--- src/rtl/core/utf8v_pkg.sv ---
`default_nettype none

package utf8v_pkg;

  // Default width of the saturating character counter.
  localparam int COUNT_WIDTH_DEF = 16;

  // Widths of the result fields and of the packed result word.
  localparam int STATUS_W   = 2;
  localparam int CHAR_W     = 16;
  localparam int OUT_DATA_W = 24;

  // Status codes, in order of the field encoding.
  localparam logic [STATUS_W-1:0] ST_VALID    = 2'd0;
  localparam logic [STATUS_W-1:0] ST_BADSEQ   = 2'd1;
  localparam logic [STATUS_W-1:0] ST_OVERLONG = 2'd2;
  localparam logic [STATUS_W-1:0] ST_BADCP    = 2'd3;

  // Codepoint limits.
  localparam logic [20:0] CP_MAX       = 21'h10FFFF;
  localparam logic [20:0] CP_SURR_LO   = 21'h00D800;
  localparam logic [20:0] CP_SURR_HI   = 21'h00DFFF;
  localparam logic [20:0] CP_MIN_LEN2  = 21'h000080;
  localparam logic [20:0] CP_MIN_LEN3  = 21'h000800;
  localparam logic [20:0] CP_MIN_LEN4  = 21'h010000;

  // Decoder state carried from one byte to the next.
  typedef struct packed {
    logic [1:0]          rem;
    logic [2:0]          seq_len;
    logic [20:0]         acc;
    logic [STATUS_W-1:0] err;
  } dec_state_t;

endpackage

`default_nettype wire

--- src/rtl/core/utf8v_dec.sv ---
`default_nettype none

module utf8v_dec
  import utf8v_pkg::*;
(
  input  dec_state_t cur,
  input  logic [7:0] data_byte,
  output dec_state_t nxt
);

  logic [20:0] acc_sh;
  logic [1:0]  rem_dec;
  logic        is_cont;

  assign acc_sh  = {cur.acc[14:0], data_byte[5:0]};
  assign rem_dec = cur.rem - 2'd1;
  assign is_cont = (data_byte[7:6] == 2'b10);

  // One byte of decoding. Once an error is held, the state freezes.
  always_comb begin
    nxt = cur;
    if (cur.err == ST_VALID) begin
      if (cur.rem == 2'd0) begin
        // Expecting a lead byte.
        if (data_byte[7] == 1'b0) begin
          nxt.acc     = {13'd0, data_byte};
          nxt.seq_len = 3'd0;
        end else if (data_byte[7:5] == 3'b110) begin
          nxt.acc     = {16'd0, data_byte[4:0]};
          nxt.seq_len = 3'd2;
          nxt.rem     = 2'd1;
        end else if (data_byte[7:4] == 4'b1110) begin
          nxt.acc     = {17'd0, data_byte[3:0]};
          nxt.seq_len = 3'd3;
          nxt.rem     = 2'd2;
        end else if (data_byte[7:3] == 5'b11110) begin
          nxt.acc     = {18'd0, data_byte[2:0]};
          nxt.seq_len = 3'd4;
          nxt.rem     = 2'd3;
        end else begin
          nxt.err = ST_BADSEQ;
        end
      end else if (!is_cont) begin
        // A continuation was due but something else arrived.
        nxt.err     = ST_BADSEQ;
        nxt.rem     = 2'd0;
        nxt.seq_len = 3'd0;
      end else begin
        nxt.acc = acc_sh;
        nxt.rem = rem_dec;
        if (rem_dec == 2'd0) begin
          // Sequence complete: overlong form first, then the value range.
          if ((cur.seq_len == 3'd2 && acc_sh < CP_MIN_LEN2) ||
              (cur.seq_len == 3'd3 && acc_sh < CP_MIN_LEN3) ||
              (cur.seq_len == 3'd4 && acc_sh < CP_MIN_LEN4)) begin
            nxt.err = ST_OVERLONG;
          end else if (acc_sh > CP_MAX ||
                       (acc_sh >= CP_SURR_LO && acc_sh <= CP_SURR_HI)) begin
            nxt.err = ST_BADCP;
          end
          nxt.seq_len = 3'd0;
        end
      end
    end
  end

endmodule

`default_nettype wire

--- src/rtl/core/utf8_stream_validator.sv ---
// UTF-8 stream validator.
// The input channel (in_*) carries one byte of a buffer per item in
// in_tdata[7:0]; in_tlast marks the final byte of the buffer. For every
// buffer one result item leaves on the output channel (out_*) after its final
// byte: out_tdata[1:0] is the status (valid, invalid sequence, overlong
// encoding, invalid codepoint) and out_tdata[17:2] the count of bytes that
// are not continuation bytes, saturating. The first error in a buffer sticks.
// Throughput is one byte per cycle unless a final byte waits on a pending
// result. A byte passes an input register and then the decoder, which updates
// the state and loads the result register, so a result is valid once its final
// byte has passed the input register and the result register.
// Decoder state and counter clear after each final byte, ready for the next buffer.
// Synchronous reset clears the state and drops both valid flags.
// While the receiver stalls with a result pending, ordinary bytes keep
// flowing; only a final byte waits in the input register, and in_tready
// drops until the pending result is taken.
`default_nettype none

module utf8_stream_validator
  import utf8v_pkg::*;
#(
  parameter int COUNT_WIDTH = COUNT_WIDTH_DEF
) (
  input  wire logic                  clk,
  input  wire logic                  rst_n,
  // in_tdata: [7:0] data_byte
  input  wire logic [7:0]            in_tdata,
  input  wire logic                  in_tlast,
  input  wire logic                  in_tvalid,
  output logic                       in_tready,
  // out_tdata: [1:0] status, [17:2] lead_total, [23:18] zero
  output logic [OUT_DATA_W-1:0]      out_tdata,
  output logic                       out_tvalid,
  input  wire logic                  out_tready
);

  logic                       in_valid_r;
  logic [7:0]                 in_byte_r;
  logic                       in_last_r;
  logic                       advance;

  dec_state_t                 dec_r;
  dec_state_t                 dec_nxt;
  logic [COUNT_WIDTH-1:0]     cnt_r;
  logic [COUNT_WIDTH-1:0]     cnt_nxt;
  logic [COUNT_WIDTH+CHAR_W-1:0] cnt_ext;
  logic [STATUS_W-1:0]        status_fin;

  logic                       out_valid_r;
  logic [STATUS_W-1:0]        out_status_r;
  logic [CHAR_W-1:0]          out_count_r;

  // The held byte moves on unless it is a final byte blocked by a pending result.
  assign advance   = in_valid_r && (!in_last_r || !out_valid_r || out_tready);
  assign in_tready = !in_valid_r || advance;

  // Input register.
  always_ff @(posedge clk) begin
    if (!rst_n) begin
      in_valid_r <= 1'b0;
    end else if (in_tready) begin
      in_valid_r <= in_tvalid;
    end
  end

  always_ff @(posedge clk) begin
    if (in_tvalid && in_tready) begin
      in_byte_r <= in_tdata;
      in_last_r <= in_tlast;
    end
  end

  utf8v_dec u_dec (
    .cur       (dec_r),
    .data_byte (in_byte_r),
    .nxt       (dec_nxt)
  );

  // Saturating count of non-continuation bytes.
  always_comb begin
    cnt_nxt = cnt_r;
    if (in_byte_r[7:6] != 2'b10 && cnt_r != {COUNT_WIDTH{1'b1}}) begin
      cnt_nxt = cnt_r + 1'b1;
    end
  end

  assign cnt_ext = {{CHAR_W{1'b0}}, cnt_nxt};

  // An open sequence at the final byte counts as truncation.
  assign status_fin = (dec_nxt.err == ST_VALID && dec_nxt.rem != 2'd0) ?
                      ST_BADSEQ : dec_nxt.err;

  // Decoder state and counter; both clear after a final byte.
  always_ff @(posedge clk) begin
    if (!rst_n) begin
      dec_r <= '0;
      cnt_r <= '0;
    end else if (advance) begin
      if (in_last_r) begin
        dec_r <= '0;
        cnt_r <= '0;
      end else begin
        dec_r <= dec_nxt;
        cnt_r <= cnt_nxt;
      end
    end
  end

  // Result register.
  always_ff @(posedge clk) begin
    if (!rst_n) begin
      out_valid_r <= 1'b0;
    end else if (advance && in_last_r) begin
      out_valid_r <= 1'b1;
    end else if (out_tready) begin
      out_valid_r <= 1'b0;
    end
  end

  always_ff @(posedge clk) begin
    if (advance && in_last_r) begin
      out_status_r <= status_fin;
      out_count_r  <= cnt_ext[CHAR_W-1:0];
    end
  end

  assign out_tvalid = out_valid_r;
  assign out_tdata  = {{(OUT_DATA_W-CHAR_W-STATUS_W){1'b0}}, out_count_r, out_status_r};

endmodule

`default_nettype wire

--- config.mk ---
export PLATFORM = sky130hd
export DESIGN_NAME = utf8_stream_validator
export DESIGN_NICKNAME = d
export VERILOG_FILES = /design/src/rtl/core/utf8v_pkg.sv /design/src/rtl/core/utf8v_dec.sv /design/src/rtl/core/utf8_stream_validator.sv
export SDC_FILE = /design/constraint.sdc
export NUM_CORES = 1
export LEC_CHECK = 0
export ABC_AREA = 1
export ABC_CLOCK_PERIOD_IN_PS = 4300
export BUFFER_PORTS_ARGS = -buffer_cell sky130_fd_sc_hd__buf_4
export CAP_MARGIN = 20
export CORE_AREA = 2 2 81 83
export CTS_CLUSTER_SIZE = 8
export DETAILED_ROUTE_END_ITERATION = 8
export DIE_AREA = 0 0 83 85
export HOLD_SLACK_MARGIN = 0.1
export PLACE_DENSITY = 0.84
export SYNTH_ARGS = -nofsm -noshare
export SYNTH_HDL_FRONTEND = slang
export SYNTH_SLANG_ARGS = --single-unit
--- constraint.sdc ---
create_clock -name clk -period 4.3 [get_ports clk]
set_clock_uncertainty 0.1 [all_clocks]
set_input_delay 0.215 -clock clk [delete_from_list [all_inputs] [get_ports clk]]
set_output_delay 0.215 -clock clk [all_outputs]
set_load 0.01 [all_outputs]
After elaboration in Yosys (flattened, before gate mapping)
Index checks and enable logic that the tools add are counted.
W data, S select, Z words.
{"block": "classes", "eq_ne": 11, "add_sub_neg": 2, "n_mux": 23, "n_reduce_logical": 28, "order_cmp": 6}
{"operator": "$mux W28", "count": 3}
{"operator": "$mux W26", "count": 3}
{"operator": "$mux W16", "count": 2}
{"operator": "$mux W24", "count": 1}
{"operator": "$ge A21 B16 Y1 const B", "count": 1}
{"operator": "$gt A21 B21 Y1 const B", "count": 1}
{"operator": "$le A21 B16 Y1 const B", "count": 1}
{"operator": "$lt A21 B12 Y1 const B", "count": 1}
{"operator": "$lt A21 B17 Y1 const B", "count": 1}
{"operator": "$lt A21 B8 Y1 const B", "count": 1}
{"operator": "$mux W21", "count": 1}
{"operator": "$mux W2", "count": 9}
{"operator": "$add A16 B1 Y16 const B", "count": 1}
{"operator": "$ne A16 B16 Y1 const B", "count": 1}
{"operator": "$logic_and A1 B1 Y1", "count": 9}
{"operator": "$logic_not A2 Y1", "count": 4}
{"operator": "$reduce_and A4 Y1", "count": 2}
{"operator": "$eq A3 B2 Y1 const B", "count": 2}
{"operator": "$eq A3 B3 Y1 const B", "count": 2}
{"operator": "$logic_or A1 B1 Y1", "count": 6}
{"operator": "$ne A6 B6 Y1 const B", "count": 1}
{"operator": "$reduce_bool A2 Y1", "count": 3}
{"operator": "$eq A5 B5 Y1 const B", "count": 1}
{"operator": "$mux W5", "count": 1}
{"operator": "other kinds (9)", "count": 12}
{"block": "word_totals", "reg_bits": 67, "output_inout_bits": 26, "word_cells": 81, "inputBits": 13}

Depth between registers and ports, before layout
Gate-level depths: netlist (run 1).
{"block": "logic_depth", "depth_word": 11, "mapped_depth": 12, "mapped_depth_nobuf": 12}

By module
From an unflattened synthesis (run 1), not the netlist that was laid out.
{"block": "unflattened", "cells_unflattened": 562, "hier_area_um2": 4103.9}
{"module": "utf8_stream_validator", "area_per_inst_um2": 3213.1, "seq_area_each_um2": 1731.7, "n_inst": 1, "cells_per_inst": 387}
{"module": "utf8v_dec", "area_per_inst_um2": 890.9, "seq_area_each_um2": 0.0, "n_inst": 1, "cells_per_inst": 175}

Worst setup path after synthesis (run 1)
Ideal clock, no wire load.
{"block": "synth_timing", "kind": "reg2reg", "startpoint": "reg cnt_r[0]", "endpoint": "reg out_count_r[7] (data pin)", "setup_time_ns": 0.255, "path_stages_with_launch": 10, "period_less_slack_ns": 1.777, "slack_ns": 2.523, "arrival_ns": 1.422, "required_time_ns": 3.945, "path_buffers": 1, "cell_sequence": "dfxtp_1 > ha_1 > nand3_1 > inv_1 > nand2_2 > nor2_2 > nor2_2 > buf_6 > nand2_2 > and2_1"}
{"block": "synth_between", "elab_chain_cells": 3, "elab_cells_between_ends": 4, "classes_between": "add/sub (1); eq/ne (1); mux (1); reduce/logical (1)"}
{"element": "start: declaration", "line": "utf8_stream_validator.sv:44", "text": "logic [COUNT_WIDTH-1:0] cnt_r;"}
{"element": "start signal: assignment", "line": "utf8_stream_validator.sv:104", "text": "cnt_r <= cnt_nxt;"}
{"element": "parallel branches: the longest is 2 deep, another holds $add A16 B1 Y16"}
{"element": "$mux W16 (*)", "line": "utf8_stream_validator.sv:82", "text": "if (in_byte_r[7:6] != 2'b10 && cnt_r != {COUNT_WIDTH{1'b1}}) begin"}
{"element": "via cnt_nxt[7]", "line": "utf8_stream_validator.sv:45", "text": "logic [COUNT_WIDTH-1:0] cnt_nxt;"}
{"element": "end signal: assignment", "line": "utf8_stream_validator.sv:123", "text": "out_count_r <= cnt_ext[CHAR_W-1:0];"}
{"element": "end: declaration", "line": "utf8_stream_validator.sv:51", "text": "logic [CHAR_W-1:0] out_count_r;"}
Mark *: on every way through the listed nets, which the timed path passes.
A chain may end at the register's enable or synchronous reset.

Final worst setup path (run 1)
{"block": "layout_timing", "startpoint": "reg in_last_r", "endpoint": "reg out_count_r[13] (enable)"}
{"block": "layout_between", "elab_chain_cells": 5}
{"element": "start: declaration", "line": "utf8_stream_validator.sv:39", "text": "logic in_last_r;"}
{"element": "start signal: assignment", "line": "utf8_stream_validator.sv:69", "text": "in_last_r <= in_tlast;"}
{"element": "$logic_not A1 Y1", "line": "utf8_stream_validator.sv:54", "text": "assign advance = in_valid_r && (!in_last_r || !out_valid_r || out_tready);"}
{"element": "$logic_or A1 B1 Y1 (2 in a row)", "line": "utf8_stream_validator.sv:54"}
{"element": "$logic_and A1 B1 Y1", "line": "utf8_stream_validator.sv:54"}
{"element": "$logic_and A1 B1 Y1 (*)", "line": "utf8_stream_validator.sv:121", "text": "if (advance && in_last_r) begin"}
Every way passes the cells marked *; elsewhere a longest branch is shown, timed or not.

==> results of run 1 <==
[worst paths after layout]
kind / slack [ns] / end / cells past startpoint / startpoint
max: 1.78 / out_count_r[13] / 5 / in_last_r
min reg2reg: 0.37 / dec_r[27] / 2 / dec_r[27]
min: 0.15 / out_tvalid / 4 / out_tready
max reg2reg: 1.78 / out_count_r[13] / 5 / in_last_r
[worst max-delay path: stages, from the launching register on]
cell and delay [ns]:
edfxtp_1 0.48, nand2_1 0.11, nand2_1 0.42, inv_2 0.30, nand2_1 0.15, inv_1 0.59
[final cells by class]
type	count	area, um^2
Fill cell	496	2010
Multi-Input combinational cell	344	1660
Sequential cell	67	1610
Timing Repair Buffer	44	378
Inverter	70	263
Clock buffer	15	188
Tap cell	77	96.3
Clock inverter	1	5.00
[routing by layer]
metal  up-vias  wire [um]  track usage
li1       1640          -            -
met1      1454       3450        0.320
met2       123       3780        0.382
met3        17        516       0.0399
met4         0        133       0.0984
met5         -          0            0
[placed cells by master, fill, tap and decap left out, types with 8 or more instances in the layout]
cell type      synthesis  routed
o21ai_0                8       8
clkbuf_8               0      11
nor2_1                46      46
inv_1                 66      66
nand2_1              139     139
xor2_1                 8       8
a21oi_1               35      35
nand3_1               34      34
nor3_1                10      10
dlygate4sd3_1          0      11
o21ai_1                8       8
edfxtp_1              27      27
dfxtp_1               40      40
nand2_2               15      15
buf_4                  9      32
[power groups by stage]
stage	combinational, mW	sequential, mW	clock, mW
6_report	0.178	0.705	0.512
5_1_grt	0.200	0.708	0.546
4_1_cts	0.172	0.704	0.514
3_5_place_dp	0.163	0.719	0
3_3_place_gp	0.159	0.717	0
2_1_floorplan	0.127	0.718	0
[state kept, by name, indices dropped and copies added, names as in the netlist]
register / flops
cnt_r: 16
dec_r: 22
in_byte_r: 8
in_last_r: 1
in_valid_r: 1
out_count_r: 16
out_status_r: 2
out_tvalid: 1
[kinds of logic (layout without fill, tap and decap cells)]
group,after synthesis,in the layout,synth area share
flops,67,67,0.443
other cells,1,6,0.00103
fa+ha+maj,3,3,0.0103
compound gates,54,54,0.0787
xor+xnor,9,9,0.0217
buf+inv,88,130,0.107
simple gates,272,272,0.338
[timing repair]
item	CTS	global route
hold buffers	11	0
setup buffers	0	0
hold endpoints to repair	13	0
==> summary.txt, run 1 <==
Max VDD drop = 0.269 mV
non-filler cells, final = 618
clock sink total = 67
Fmax achieved = 0.396 GHz
YS warnings = 0
share of layout cells above drive strength 1 = 0.140
clock power share = 0.367
crit start category = flip-flop
WHS = 0.151 ns
unrepaired setup endpoints after global routing = false
Detail Route Antenna Nets = 0
worst slew pin tran = 0.864 ns
total CTS buffers = 9
placed cells = 590
Critical Path AT = 2.40 ns
Hold Vio Cnt, Final = 0
endpoints failing setup = 0
CP Max Fanout = 20
Layout Utilization = 0.677
core area = 6200 um^2
vias = 3234
top-level port count = 39
clock-pin slew on the worst setup and hold paths = 0.07 ns
worst rel slew slack = 0.423
Post-synth EDFFs = 27
Vias/cell = 5.23
CTS tree = done
post-synthesis instance total = 494
Final Wtd Congestion = 0.875
CTS root buf = clkbuf_8
fin nets = 552
top-count cell post-synth = nand2_1
Logic pwr share = 0.127
asr flop ratio synth = 0
Place WS = 1.78 ns
Area growth, synth to finish = 15.3%
Seq pwr share = 0.505
Placed Area = 3870 um^2
top cell type's share of synthesized area = 0.223
antenna violations before repair = 0
H-tree depth = 3
Site Rows = 29
Seq/Total Area, Yosys = 0.443
WL final = 7880 um
vias in the first global route = 3024
Syn Area/Cell = 7.37 um^2
starting density of the core = 0.587
Max clock buf depth = 2
outcome = complete, no violations
total gr overflow = 0
Max-Cap Viols = 0
min cycle time layout = 2.52 ns
element type at the critical path end = flip-flop
P_int = 1.03 mW
Sw Ratio = 0.261
cts repair resizes = 0
library cells used by synthesis = 34
first-pass GRT wire length = 13700 um
drt wl/cell = 12.7 um
final worst setup slack = 1.78 ns
synth top area cells = edfxtp_1 22%, dfxtp_1 22%, nand2_1 14%
Primary FF master, synth = dfxtp_1
worst skew pair latency = 0.35 ns
area leader, netlist = edfxtp_1
Period Utilization, post-route = 0.587
GRT Overall Usage = 0.237
Synth top cells by count = 139 x nand2_1, 66 x inv_1, 46 x nor2_1
Die W = 83 um
PortBufs = 32
Initial DRC Count = 338
Final HPWL DP = 5080 um
pin count of the biggest net entering global routing = 36
Slew Limit Fails = 0
residual DRC count = 0
n_diodes = 0
Design Power = 1.39 mW
Cell Pwr Density = 332 nW/um^2
required time of the critical path = 4.18 ns
switching pwr = 0.365 mW
setup TNS = 0 ns
critical path type = flip-flop to flip-flop
Min-Delay Path Class = input pin to flip-flop
Leakage = 1.84 nW
die height = 85 um
Yosys reg bits = 67
First-pass DRT Iterations = 6
Die Area = 7060 um^2
Cell Area, Synth = 3640 um^2
Design Area, Final = 4200 um^2
Note: power is estimated with default switching activity, not from simulation.
==> run 2: changes to the inputs <==
- ABC_CLOCK_PERIOD_IN_PS: 4300 -> 2620
- CORE_AREA: 2 2 81 83 -> 2 2 82 84
- DIE_AREA: 0 0 83 85 -> 0 0 84 86
- PLACE_DENSITY: 0.84 -> 0.82
- clock period: 4.3 -> 2.62 ns (I/O delays scaled with it)
==> summary.txt, run 2 (synthesized netlist as in run 1, its figures left out) <==
outcome = complete, no violations
Crit path max-delay family = simple AND/OR/NAND/NOR gates
required time of the critical path = 2.64 ns (-1.54 ns)
Worst Setup SP = cnt_r[0]
vias in the first global route = 3090 (+2.2%)
FF+latch area = 1610 um^2 (unchanged)
Leakage = 1.87 nW (+1.6%)
Die Area = 7220 um^2 (+2.4%)
CP bufs+invs = 1 (-1)
Fmax achieved = 0.473 GHz (+19%)
non-filler cells, final = 625 (+1.1%)
postcts setup bufs = 0 (unchanged)
die height = 86 um (+1.2%)
min cycle time layout = 2.11 ns (-0.412 ns)
total CTS buffers = 9 (unchanged)
Max clock buf depth = 2 (unchanged)
Reg2Reg Launch Point = cnt_r[0]
placed cells = 596 (+1.0%)
Min-Delay Path Class = flip-flop to flip-flop
commonest non-fill, non-tap cells in the layout = 139 x nand2_1, 66 x inv_1, 46 x nor2_1, 40 x dfxtp_1, 38 x buf_4
total gr overflow = 0 (unchanged)
leading cell type in the layout, fill and taps excluded = nand2_1
Critical Path AT = 2.13 ns (-0.27 ns)
worst skew pair latency = 0.36 ns (about the same)
Final Wtd Congestion = 0.914 (+4.5%)
Vias/cell = 5.19 (-0.78%)
CP Max Fanout = 15 (-25%)
drt wl/cell = 12.9 um (+1.0%)
critical path, cell by cell = ha_1 > nand3_1 > inv_1 > nand2_2 > o21ai_4 > nand2_1 > and2_1
Setup crit end = out_count_r[1]
vias = 3245 (+0.34%)
pin count of the biggest net entering global routing = 36 (unchanged)
Reg with most FFs = dec_r
Area growth, synth to finish = 16.2%
H-tree depth = 3 (unchanged)
n_diodes = 0 (unchanged)
top flop regs = dec_r (22), cnt_r (16), out_count_r (16)
residual DRC count = 0 (unchanged)
fin nets = 559 (+1.3%)
starting density of the core = 0.580 (-0.00678)
Slew Limit Fails = 0 (unchanged)
Design Power = 2.28 mW (+63%)
WP depth = 7 (+2)
reg-to-reg endpoint = out_count_r[1]
WL final = 8050 um (+2.2%)
Layout Utilization = 0.674 (-0.00304)
unrepaired setup endpoints after global routing = false
Period Utilization, post-route = 0.806 (+0.219)
final worst setup slack = 0.508 ns (-1.27 ns)
Die W = 84 um (+1.2%)
CTS root buf = clkbuf_8
Fillers = 524 (+5.6%)
PortBufs = 32 (unchanged)
share of layout cells above drive strength 1 = 0.153 (+0.0128)
CP peak stage delay = 0.42 ns (-0.17 ns)
First-pass DRT Iterations = 5 (-1)
crit start category = flip-flop
Max-Cap Viols = 0 (unchanged)
clock-pin slew on the worst setup and hold paths = 0.07 ns (about the same)
Final HPWL DP = 5530 um (+8.8%)
Cell Pwr Density = 539 nW/um^2 (+62%)
Detail Route Antenna Nets = 0 (unchanged)
GRT Overall Usage = 0.237 (about the same)
element type at the critical path end = flip-flop
critical path type = flip-flop to flip-flop
Place WS = 0.548 ns (-1.24 ns)
setup TNS = 0 ns (unchanged)
R2R depth = 7 (+2)
Critical-path top delay cell = dfxtp_1
endpoints failing setup = 0 (unchanged)
clock sink total = 67 (unchanged)
Site Rows = 29 (unchanged)
top-level port count = 39 (unchanged)
R2R Setup Slk = 0.51 ns (-1.27 ns)
Max VDD drop = 0.352 mV (+31%)
Multi-input gate area = 1660 um^2 (unchanged)
Initial DRC Count = 215 (-36%)
antenna violations before repair = 0 (unchanged)
CTS tree = done
first-pass GRT wire length = 13700 um (+0.20%)
core area = 6280 um^2 (+1.2%)
max reg flops = 22 (unchanged)
Hold Vio Cnt, Final = 0 (unchanged)
==> run 2: through the flow <==
step | cell area (um^2) | hold slack [ns]
after global placement | 3910 | 0.209
after detailed placement | 3910 | 0.210
after floorplan | 3660 | 0.130
final | 4230 | 0.367
after global routing | 4230 | 0.390
after CTS | 4230 | 0.371
==> run 2: tightest hold or removal path, cell delays in order (launching register included) <==
cell and delay [ns]:
dfxtp_1 0.31, nand2_1 0.06, a21oi_1 0.06
==> run 2: cell type report <==
cell class	count	share of cell area
multi-input cells	344	0.392
flip-flops and latches	67	0.381
repair buffers	51	0.0982
inverters	70	0.0621
clock buffers	10	0.0352
well taps	77	0.0228
clock inverters	6	0.00858
==> run 2: worst min-delay path by stage <==
stage | startpoint | to | slack, ns | cells past startpoint
floorplan | in_tdata[0] | in_byte_r[0] | 0.13 | 0
global placement | in_tdata[6] | in_byte_r[6] | 0.21 | 1
detailed placement | in_tdata[0] | in_byte_r[0] | 0.21 | 1
CTS | dec_r[27] | dec_r[27] | 0.37 | 2
global route | dec_r[27] | dec_r[27] | 0.39 | 2
finish | dec_r[27] | dec_r[27] | 0.37 | 2
==> run 2: timing repair <==
item                                   in CTS  in global routing
hold buffers                               13                  0
resized for setup                           0                  0
endpoints found under the hold margin      15                  0
==> run 2: metal layers <==
metal / routed length [um] / vias to the layer above / share of wire / track usage
li1: - / 1657 / - / -
met1: 3610 / 1472 / 0.45 / 0.303
met2: 3810 / 99 / 0.47 / 0.394
met3: 438 / 17 / 0.054 / 0.0510
met4: 185 / 0 / 0.023 / 0.0982
met5: 0 / - / 0 / 0
==> run 2: power by group <==
group | internal [mW] | switching, mW | leakage (nW)
registers | 1.13 | 0.0258 | 0.581
clock network | 0.398 | 0.429 | 0.102
logic | 0.110 | 0.186 | 1.19
total | 1.64 | 0.641 | 1.87
